<file path="src/hw/rtl/ipe_pkg.sv">
package ipe_pkg;

    // width of one part value and of the total
    localparam int PW = 5;
    // width of the position field
    localparam int PPW = 4;
    // largest total the enumerator handles
    localparam int MAX_VALUE = 16;

    // register index, taken from paddr[2]
    localparam logic REG_TOTAL_N = 1'b0;

    typedef enum logic [3:0] {
        DP_NOP,
        DP_RESTART,
        DP_ADV_START,
        DP_SCAN,
        DP_DIST,
        DP_OUT_PART,
        DP_OUT_FIN
    } dp_op_t;

    typedef struct packed {
        logic len_zero;
        logic rd_le1;
        logic idx_zero;
        logic at_max;
        logic more;
        logic emit_last;
        logic slot_free;
    } dp_status_t;

endpackage

</file>
<file path="src/hw/rtl/integer_partition_enumerator.sv">
// restart request: stores the clamped total as the single part {n}, then emits it
// advance request: scans the trailing ones right to left, decrements the part before them,
// redistributes the sum, then emits each part in turn through the single-port part store
// one request at a time; the next is taken once the last result is in the output register
// synchronous active-low reset: empty store (next advance gives finished), total_n = 1
module integer_partition_enumerator import ipe_pkg::*; #(
    parameter int MAX_PARTS = 16
) (
    input  logic            aclk,
    input  logic            aresetn,
    input  logic            s_valid,
    output logic            s_ready,
    input  logic            s_restart,
    output logic            m_valid,
    input  logic            m_ready,
    output logic [PW-1:0]   m_part_value,
    output logic [PPW-1:0]  m_part_position,
    output logic            m_last_part,
    output logic            m_finished,
    input  logic            psel,
    input  logic            penable,
    input  logic            pwrite,
    input  logic [2:0]      paddr,
    input  logic [31:0]     pwdata,
    output logic [31:0]     prdata,
    output logic            pready
);

    logic [PW-1:0] total_n_reg;
    dp_status_t    status;
    dp_op_t        op;

    assign pready = 1'b1;

    always_ff @(posedge aclk) begin
        if (!aresetn) begin
            total_n_reg <= PW'(1);
        end else if (psel && penable && pwrite && (paddr[2] == REG_TOTAL_N)) begin
            total_n_reg <= pwdata[PW-1:0];
        end
    end

    always_comb begin
        prdata = '0;
        if (paddr[2] == REG_TOTAL_N) begin
            prdata = 32'(total_n_reg);
        end
    end

    ipe_ctrl u_ctrl (
        .aclk      (aclk),
        .aresetn   (aresetn),
        .s_valid   (s_valid),
        .s_restart (s_restart),
        .s_ready   (s_ready),
        .status    (status),
        .op        (op)
    );

    ipe_dp #(
        .MAX_PARTS (MAX_PARTS)
    ) u_dp (
        .aclk            (aclk),
        .aresetn         (aresetn),
        .op              (op),
        .total_n         (total_n_reg),
        .m_ready         (m_ready),
        .status          (status),
        .m_valid         (m_valid),
        .m_part_value    (m_part_value),
        .m_part_position (m_part_position),
        .m_last_part     (m_last_part),
        .m_finished      (m_finished)
    );

    // finished item is a lone zero entry closing its run
    a_fin_shape: assert property (@(posedge aclk) disable iff (!aresetn)
        m_valid && m_finished |-> m_last_part && (m_part_value == '0)
            && (m_part_position == '0))
        else $error("finished item malformed");

    // the store never holds a zero part inside the partition
    a_part_nonzero: assert property (@(posedge aclk) disable iff (!aresetn)
        m_valid && !m_finished |-> (m_part_value != '0))
        else $error("zero part emitted");

    // every accepted request produces at least one result before the next is taken
    a_busy_after_req: assert property (@(posedge aclk) disable iff (!aresetn)
        s_valid && s_ready |=> !s_ready)
        else $error("request taken while previous still in work");

endmodule

</file>
<file path="src/hw/rtl/ipe_dp.sv">
module ipe_dp import ipe_pkg::*; #(
    parameter int MAX_PARTS = 16
) (
    input  logic                aclk,
    input  logic                aresetn,
    input  dp_op_t              op,
    input  logic [PW-1:0]       total_n,
    input  logic                m_ready,
    output dp_status_t          status,
    output logic                m_valid,
    output logic [PW-1:0]       m_part_value,
    output logic [PPW-1:0]      m_part_position,
    output logic                m_last_part,
    output logic                m_finished
);

    localparam int AW  = $clog2(MAX_PARTS);
    localparam int LW  = $clog2(MAX_PARTS + 1);
    localparam int CAP = (MAX_PARTS < MAX_VALUE) ? MAX_PARTS : MAX_VALUE;

    logic [PW-1:0] mem [MAX_PARTS];
    logic [PW-1:0] rdata_reg;

    logic [LW-1:0] idx_reg, idx_next;
    logic [LW-1:0] len_reg, len_next;
    logic [PW-1:0] sum_reg, sum_next;
    logic [PW-1:0] cur_reg, cur_next;

    logic          wr_en;
    logic [AW-1:0] wr_addr;
    logic [PW-1:0] wr_data;
    logic [AW-1:0] rd_addr;
    logic [PW-1:0] restart_n;

    logic           m_valid_reg, m_valid_next;
    logic [PW-1:0]  value_reg, value_next;
    logic [PPW-1:0] pos_reg, pos_next;
    logic           last_reg, last_next;
    logic           fin_reg, fin_next;

    // total clamped into the range the store can hold
    always_comb begin
        if (total_n == '0) begin
            restart_n = PW'(1);
        end else if (total_n > PW'(CAP)) begin
            restart_n = PW'(CAP);
        end else begin
            restart_n = total_n;
        end
    end

    assign rd_addr = (idx_reg < LW'(MAX_PARTS)) ? idx_reg[AW-1:0] : '0;

    assign status.len_zero  = (len_reg == '0);
    assign status.rd_le1    = (rdata_reg <= PW'(1));
    assign status.idx_zero  = (idx_reg == '0);
    assign status.at_max    = (idx_reg == LW'(MAX_PARTS));
    assign status.more      = (sum_reg > cur_reg);
    assign status.emit_last = ((idx_reg + LW'(1)) == len_reg);
    assign status.slot_free = !m_valid_reg || m_ready;

    always_comb begin
        idx_next     = idx_reg;
        len_next     = len_reg;
        sum_next     = sum_reg;
        cur_next     = cur_reg;
        wr_en        = 1'b0;
        wr_addr      = rd_addr;
        wr_data      = '0;
        m_valid_next = m_valid_reg && !m_ready;
        value_next   = value_reg;
        pos_next     = pos_reg;
        last_next    = last_reg;
        fin_next     = fin_reg;
        case (op)
            DP_RESTART: begin
                wr_en    = 1'b1;
                wr_addr  = '0;
                wr_data  = restart_n;
                len_next = LW'(1);
                idx_next = '0;
            end
            DP_ADV_START: begin
                idx_next = len_reg - LW'(1);
                sum_next = '0;
            end
            DP_SCAN: begin
                sum_next = sum_reg + PW'(1);
                if (status.rd_le1) begin
                    // trailing one: absorb it and step left
                    if (status.idx_zero) begin
                        len_next = '0;
                    end else begin
                        idx_next = idx_reg - LW'(1);
                    end
                end else begin
                    wr_en    = 1'b1;
                    wr_data  = rdata_reg - PW'(1);
                    cur_next = rdata_reg - PW'(1);
                    idx_next = idx_reg + LW'(1);
                end
            end
            DP_DIST: begin
                if (status.at_max) begin
                    len_next = LW'(MAX_PARTS);
                    idx_next = '0;
                end else if (status.more) begin
                    wr_en    = 1'b1;
                    wr_data  = cur_reg;
                    sum_next = sum_reg - cur_reg;
                    idx_next = idx_reg + LW'(1);
                end else begin
                    wr_en    = 1'b1;
                    wr_data  = sum_reg;
                    len_next = idx_reg + LW'(1);
                    idx_next = '0;
                end
            end
            DP_OUT_PART: begin
                m_valid_next = 1'b1;
                value_next   = rdata_reg;
                pos_next     = PPW'(idx_reg);
                last_next    = status.emit_last;
                fin_next     = 1'b0;
                if (!status.emit_last) begin
                    idx_next = idx_reg + LW'(1);
                end
            end
            DP_OUT_FIN: begin
                m_valid_next = 1'b1;
                value_next   = '0;
                pos_next     = '0;
                last_next    = 1'b1;
                fin_next     = 1'b1;
            end
            default: begin
            end
        endcase
    end

    always_ff @(posedge aclk) begin
        if (wr_en) begin
            mem[wr_addr] <= wr_data;
        end
        rdata_reg <= mem[rd_addr];
    end

    always_ff @(posedge aclk) begin
        if (!aresetn) begin
            len_reg     <= '0;
            m_valid_reg <= 1'b0;
        end else begin
            len_reg     <= len_next;
            m_valid_reg <= m_valid_next;
        end
        idx_reg   <= idx_next;
        sum_reg   <= sum_next;
        cur_reg   <= cur_next;
        value_reg <= value_next;
        pos_reg   <= pos_next;
        last_reg  <= last_next;
        fin_reg   <= fin_next;
    end

    assign m_valid         = m_valid_reg;
    assign m_part_value    = value_reg;
    assign m_part_position = pos_reg;
    assign m_last_part     = last_reg;
    assign m_finished      = fin_reg;

endmodule

</file>
<file path="src/hw/rtl/ipe_ctrl.sv">
module ipe_ctrl import ipe_pkg::*; (
    input  logic       aclk,
    input  logic       aresetn,
    input  logic       s_valid,
    input  logic       s_restart,
    output logic       s_ready,
    input  dp_status_t status,
    output dp_op_t     op
);

    typedef enum logic [2:0] {
        ST_IDLE,
        ST_SCAN_RD,
        ST_SCAN_CHK,
        ST_DIST,
        ST_EMIT_RD,
        ST_EMIT_WAIT,
        ST_FIN
    } state_t;

    state_t state_reg, state_next;

    assign s_ready = (state_reg == ST_IDLE);

    always_comb begin
        state_next = state_reg;
        op         = DP_NOP;
        unique case (state_reg)
            ST_IDLE: begin
                if (s_valid) begin
                    if (s_restart) begin
                        op         = DP_RESTART;
                        state_next = ST_EMIT_RD;
                    end else begin
                        op         = DP_ADV_START;
                        state_next = status.len_zero ? ST_FIN : ST_SCAN_RD;
                    end
                end
            end
            ST_SCAN_RD: begin
                state_next = ST_SCAN_CHK;
            end
            ST_SCAN_CHK: begin
                op = DP_SCAN;
                if (!status.rd_le1) begin
                    state_next = ST_DIST;
                end else if (status.idx_zero) begin
                    // all ones passed: nothing left
                    state_next = ST_FIN;
                end else begin
                    state_next = ST_SCAN_RD;
                end
            end
            ST_DIST: begin
                op = DP_DIST;
                if (status.at_max || !status.more) begin
                    state_next = ST_EMIT_RD;
                end
            end
            ST_EMIT_RD: begin
                state_next = ST_EMIT_WAIT;
            end
            ST_EMIT_WAIT: begin
                if (status.slot_free) begin
                    op         = DP_OUT_PART;
                    state_next = status.emit_last ? ST_IDLE : ST_EMIT_RD;
                end
            end
            ST_FIN: begin
                if (status.slot_free) begin
                    op         = DP_OUT_FIN;
                    state_next = ST_IDLE;
                end
            end
            default: begin
                state_next = ST_IDLE;
            end
        endcase
    end

    always_ff @(posedge aclk) begin
        if (!aresetn) begin
            state_reg <= ST_IDLE;
        end else begin
            state_reg <= state_next;
        end
    end

endmodule
</file>
<file path="config.mk">
export PLATFORM = sky130hd
export DESIGN_NAME = integer_partition_enumerator
export DESIGN_NICKNAME = d
export VERILOG_FILES = /design/src/hw/rtl/ipe_pkg.sv /design/src/hw/rtl/integer_partition_enumerator.sv /design/src/hw/rtl/ipe_dp.sv /design/src/hw/rtl/ipe_ctrl.sv
export SDC_FILE = /design/constraint.sdc
export NUM_CORES = 1
export LEC_CHECK = 0
export BUFFER_PORTS_ARGS = -buffer_cell sky130_fd_sc_hd__buf_4
export CAP_MARGIN = 0
export CORE_UTILIZATION = 55
export CTS_CLUSTER_SIZE = 16
export DETAILED_ROUTE_END_ITERATION = 10
export GPL_TIMING_DRIVEN = 0
export PLACE_DENSITY = 0.82
export SLEW_MARGIN = 0
export SYNTH_ARGS = -nofsm -noshare
export SYNTH_HDL_FRONTEND = slang
export SYNTH_SLANG_ARGS = --single-unit
</file>
<file path="constraint.sdc">
create_clock -name aclk -period 4.33 [get_ports aclk]
set_input_delay 0 -clock aclk [delete_from_list [all_inputs] [get_ports aclk]]
set_output_delay 0 -clock aclk [all_outputs]
set_load 0.01 [all_outputs]
</file>
**Word level (Yosys, flattened, before mapping)**

Memory sizes are Yosys's and may differ from the RTL's. A register that Yosys moved wholly into a read port is not among the register bits.
Index checks and enable logic that the tools add are counted.

- Word-level logic and storage cells: 120
- Memory bits (writable): 80
- Output and inout bits: 46
- Register bits: 40
- Memories: 1

Memory list:

| name | depth | bits a word | rd ports | clocked after memory_dff | wr ports | line | RTL |
|---|---|---|---|---|---|---|---|
| u_dp.mem | 16 | 5 | 1 | 1 | 1 | ipe_dp.sv:21 | `logic [PW-1:0] mem [MAX_PARTS];` |

- Magnitude comparators: 4
- Bitwise gates (word level): 2
- Multiplexer cells: 48
- Add/subtract/negate cells: 6
- Equality and inequality tests: 25
- Reductions and logical operators: 23

Operators by type and width:

| operator | number |
|---|---|
| $mux 5 | 17 |
| $pmux 5 s3 | 3 |
| $mux 3 | 11 |
| $pmux 5 s5 | 1 |
| $pmux 3 s7 | 1 |
| $pmux 4 s5 | 1 |
| $ne 2x2->1 const B | 8 |
| $logic_not 5->1 | 3 |
| $sub 5x1->5 const B | 3 |
| $eq 4x3->1 const B | 3 |
| $mux 4 | 3 |
| $add 5x1->5 const B | 2 |
| $pmux 5 s2 | 1 |
| $eq 3x3->1 const B | 3 |
| $eq 4x2->1 const B | 2 |
| $pmux 4 s2 | 1 |
| $reduce_and 4->1 | 2 |
| $eq 3x2->1 const B | 2 |
| $ne 3x3->1 const B | 2 |
| $reduce_and 3->1 | 2 |
| $reduce_bool 3->1 | 2 |
| $eq 5x5->1 | 1 |
| $eq 5x5->1 const B | 1 |
| $gt 5x5->1 | 1 |
| other kinds (20) | 32 |

**Depth between registers and ports, before layout**

- Depth after elaboration: 8
- Mapped depth: 12
- Gate-level depth less buffers: 8

**Modules after synthesis**

From an unflattened synthesis, not the netlist that was laid out.

- Cell total of the unflattened synthesis: 539
- Area, all modules: 6326.1 sq um

By module, submodules not included:

| module | seq. area each (sq um) | cells an instance | area each (sq um) | times used |
|---|---|---|---|---|
| ipe_dp | 3403.3 | 429 | 5514.0 | 1 |
| integer_partition_enumerator | 100.1 | 58 | 479.2 | 1 |
| ipe_ctrl | 60.1 | 52 | 332.8 | 1 |

**Worst setup path after synthesis**

Ideal clock, no wire load.

- Path type: reg-to-reg
- Start point: register u_dp.idx_reg[1]
- End point: memory u_dp.mem[0][2], data pin
- Required time: 4.000 ns
- Cell stages (with the launch flop): 10
- Arrival time: 2.726 ns
- Setup time: 0.330 ns
- Slack: 1.273 ns
- Clock period less this slack: 3.057 ns
- Path through: edfxtp_1 -> clkbuf_1 -> buf_2 -> clkbuf_1 -> inv_1 -> ha_1 -> and4bb_4 -> or2_1 -> buf_4 -> o21ai_0

- Word-level cells in the longest chain between the ends: 3

RTL lines:

| element | line | RTL |
|---|---|---|
| start: declaration | ipe_dp.sv:24 | `logic [LW-1:0] idx_reg, idx_next;` |
| start signal: assignment | ipe_dp.sv:156 | `idx_reg <= idx_next;` |
| $eq 5x5->1 | ipe_dp.sv:57 | `assign status.at_max = (idx_reg == LW'(MAX_PARTS));` |
| $mux 5 | ipe_dp.sv:104 | `if (status.at_max) begin` |
| $pmux 5 s3 | ipe_dp.sv:75 | `case (op)` |
| via u_dp.wr_data[2] | ipe_dp.sv:31 | `logic [PW-1:0] wr_data;` |
| end: declaration | ipe_dp.sv:21 |  |

The timed path passes the listed nets, and every way through them passes these cells.

**Worst setup path after layout**

- Start point: register u_dp.idx_reg[1]
- End point: memory u_dp.mem[2][3], data pin

Same word-level chain as after synthesis.

==> impl_table.tex <==
\begin{tabular}{lr}
\hline
Metric & Value \\
\hline
\multicolumn{2}{l}{\textbf{Run status}} \\
\quad Status & finished clean \\
\multicolumn{2}{l}{\textbf{STA}} \\
\quad PnR worst setup slack & 770 ps \\
\quad Post-route fraction of the period consumed by the critical path & 0.822 \\
\quad Timing-limited maximum frequency & 281 MHz \\
\quad Fin. max-slew vios & 0 \\
\quad Sum of negative setup slack & 0 ps \\
\quad Setup skew after layout & 6.16 ps \\
\quad Setup repair after global routing missed its margin & no \\
\quad Final Hold Viols & 0 \\
\quad Worst Max-Slew Pin Slew & 816 ps \\
\quad Minimum clock period after layout & 3560 ps \\
\quad Max transition margin & 0.456 \\
\quad Final setup fails & 0 \\
\multicolumn{2}{l}{\textbf{Floorplan}} \\
\quad Height of the die & 109 um \\
\quad Die W & 109 um \\
\quad \# rows & 38 \\
\quad I/O pin count & 89 \\
\quad Initial core utilization & 0.571 \\
\quad Core region area & 11,000 sq um \\
\quad Die area & 11,800 sq um \\
\multicolumn{2}{l}{\textbf{Clock network}} \\
\quad Maximum level of the CTS H-tree & 4 \\
\quad Clock insertion delay at the later pin of the skew report & 410 ps \\
\quad Root cell of the clock tree & sky130\_fd\_sc\_hd\_\_clkbuf\_16 \\
\quad Post-CTS resize count & 0 \\
\quad Buffer depth of the longest clock path & 2 \\
\quad CTS tree & yes \\
\quad Clock transition at the registers of the reported paths & 60 ps \\
\quad Num CTS Buffers & 17 \\
\quad TritonCTS Sinks & 125 \\
\multicolumn{2}{l}{\textbf{Final layout}} \\
\quad Diodes inserted & 0 \\
\quad Largest register by flop count & u\_dp.mem \\
\quad Signed area change from the synthesized netlist to the final layout & 19.4\% \\
\quad Nets & 668 \\
\quad Number of fill cells & 767 \\
\quad Layout cells sized above 1 & 0.208 \\
\quad Largest register FFs & 80 \\
\multicolumn{2}{l}{\textbf{Critical path}} \\
\quad Start-to-end type of the worst setup path & flop to flop \\
\quad Origin of the critical flop-to-flop path & u\_dp.idx\_reg[1] \\
\quad Critical Path Max Stage Delay & 580 ps \\
\quad Kind of launch point of the worst setup path & flop \\
\quad CP Data Required Time & 4590 ps \\
\quad Largest fanout of any net on the critical path & 10 \\
\quad Data arrival, critical path & 3820 ps \\
\quad Cell chain of the critical path & clkbuf\_1, buf\_2, clkbuf\_1, inv\_1, ha\_1, and4bb\_4, or2\_1, buf\_4, o21ai\_1, buf\_4 \\
\quad Slowest cell on the critical path & sky130\_fd\_sc\_hd\_\_o21ai\_1 \\
\quad Critical Path Source & u\_dp.idx\_reg[1] \\
\quad Endpoint class of the critical path & flop \\
\multicolumn{2}{l}{\textbf{Route}} \\
\quad Final wirelength & 14,500 um \\
\quad DRC violation count after routing & 0 \\
\quad Routed wire length per instance & 18.9 um \\
\quad Drt pass-1 iters & 5 \\
\quad Number of violations reported at the end of detailed-routing iteration 0 & 459 \\
\quad Routed vias & 4,592 \\
\quad Detail Route Antenna Nets & 0 \\
\quad Mean number of vias per cell & 5.99 \\
\multicolumn{2}{l}{\textbf{Pwr}} \\
\quad Static leakage power & 0.00285 uW \\
\quad Part of the power in registers & 0.329 \\
\quad Switching power & 2080 uW \\
\quad Power consumption & 5330 uW \\
\quad Combinational share of power & 0.407 \\
\quad IR drop worst, VDD & 379 uV \\
\quad Internal power & 3250 uW \\
\quad Power density over the cells & 712 nW/um\^{}2 \\
\quad Sw frac & 0.390 \\
\quad Part of the total power dissipated in the clock network & 0.265 \\
\multicolumn{2}{l}{\textbf{GRT}} \\
\quad Aggregate global routing overflow & 0 \\
\quad Via count of the first global-routing pass & 4,478 \\
\quad Combined global-route utilization of all metal layers & 0.262 \\
\quad Global-route wire length before repair & 22,600 um \\
\quad Initial antenna violation count & 0 \\
\quad Maximum number of pins on one net before global-route repair & 17 \\
\multicolumn{2}{l}{\textbf{Synthesis}} \\
\quad Register area share after synthesis & 0.568 \\
\quad Seq cells post-synth & 125 \\
\quad Mean Syn Cell Area & 11.9 sq um \\
\quad Ranking of synthesized cells by instance count & sky130\_fd\_sc\_hd\_\_edfxtp\_1 (106), sky130\_fd\_sc\_hd\_\_nor2\_1 (47), sky130\_fd\_sc\_hd\_\_buf\_4 (30), sky130\_fd\_sc\_hd\_\_a21oi\_1 (28), sky130\_fd\_sc\_hd\_\_mux2i\_1 (23) \\
\quad Cell area after synthesis & 6270 sq um \\
\quad Number of instances in the synthesized netlist & 526 \\
\quad Post-synth top area cell & sky130\_fd\_sc\_hd\_\_edfxtp\_1 \\
\quad Number of library cell types mapped by synthesis & 63 \\
\quad Number of enable-type register cells in the synthesized netlist & 106 \\
\quad Post-synth top flop & sky130\_fd\_sc\_hd\_\_edfxtp\_1 \\
\quad Share of the synthesized area in the top cell type & 0.507 \\
\quad Top-count cell post-synth & sky130\_fd\_sc\_hd\_\_edfxtp\_1 \\
\quad Yosys synthesis warning count & 0 \\
\quad Share of flip-flops with an asynchronous set or reset after synthesis & 0 \\
\quad Largest cells by area after synthesis & sky130\_fd\_sc\_hd\_\_edfxtp\_1 (51\%), sky130\_fd\_sc\_hd\_\_dfxtp\_1 (6.1\%), sky130\_fd\_sc\_hd\_\_mux2i\_1 (3.7\%) \\
\multicolumn{2}{l}{\textbf{Min path}} \\
\quad Hold path start & s\_restart \\
\quad Worst min path class & input pin to flop \\
\multicolumn{2}{l}{\textbf{Run}} \\
\quad Max-cap viol count & 0 \\
\multicolumn{2}{l}{\textbf{Placement}} \\
\quad Worst-case setup slack after placement & 378 ps \\
\quad Port Buf Inserts & 31 \\
\quad RD Place Congestion & 0.926 \\
\quad Hpwl dp & 9950 um \\
\hline
\end{tabular}
## metrics by stage
step	utilization	area, sq um	hold slack [ps]	instances
finish	0.682	7490	17.6	766
global route	0.682	7490	22.5	766
CTS	0.680	7470	6.56	765
detailed placement	0.619	6790	225	725
global placement	0.617	6780	216	723
floorplan	-	6370	46.4	552
## cell type report
cell class                      count  area [sq um]  area share
Clock buffer                       17           425      0.0568
Buffer                             54           333      0.0444
Sequential cell                   125          3560       0.476
Multi-Input combinational cell    352          2410       0.322
Timing Repair Buffer               42           335      0.0448
Clock inverter                     15           169      0.0226
Inverter                           21          78.8      0.0105
Tap cell                          140           175      0.0234
## cells in the final DEF, fill, tap and decap left out, types with 15 or more instances in the layout
master and n:
sky130_fd_sc_hd__edfxtp_1 106, sky130_fd_sc_hd__nor2_1 47, sky130_fd_sc_hd__clkbuf_1 15, sky130_fd_sc_hd__clkbuf_16 17, sky130_fd_sc_hd__buf_4 64, sky130_fd_sc_hd__nand2_1 22, sky130_fd_sc_hd__dfxtp_1 19, sky130_fd_sc_hd__o21ai_0 20
sky130_fd_sc_hd__conb_1 28, sky130_fd_sc_hd__inv_1 19, sky130_fd_sc_hd__a21oi_1 28, sky130_fd_sc_hd__mux2i_1 23
## cells by family after synthesis
kind of cell	count (synthesis)	share of synthesized area
xor gates and xnor gates	19	0.0265
AOI/OAI and AO/OA	123	0.133
and+or+nand+nor	137	0.117
adders and majority gates	12	0.0251
buffers and inverters	75	0.0656
DFF	125	0.568
other	2	0.00120
muxes	33	0.0636
## metal layers
metal,up-vias,GRT usage,wire length (um)
met1,2204,0.323,5780
met4,0,0.115,306
li1,2098,-,-
met5,-,0,0
met3,34,0.0610,1140
met2,256,0.441,7230
## critical path, delay by kind of cell, from the launching register on
kind	cells	cell delay, ps
adders and majority gates	1	290
buffers and inverters	6	1710
DFF	1	360
AOI/OAI and AO/OA	1	580
and+or+nand+nor	2	460
## final timing paths
path	slack (ps)	depth (start not counted)	endpoint
max	770	10	u_dp.mem[2][3]
min	20	4	u_ctrl.state_reg[0]
max reg2reg	770	10	u_dp.mem[2][3]
min reg2reg	530	2	u_dp.len_reg[1]
## power groups by stage
stage / Combinational [uW] / Sequential (uW) / Clock [uW]
final: 2170 / 1750 / 1410
after global placement: 1990 / 1770 / 0
after floorplan: 1500 / 1750 / 0
after detailed placement: 2070 / 1770 / 0
after CTS: 2110 / 1750 / 1420
after global routing: 2350 / 1770 / 1480
## what timing repair did
action | CTS | global route
hold endpoints to repair | 9 | 0
setup buffers | 0 | 0
hold buffers | 8 | 0
No activity file was read; power rests on OpenSTA's default activity.
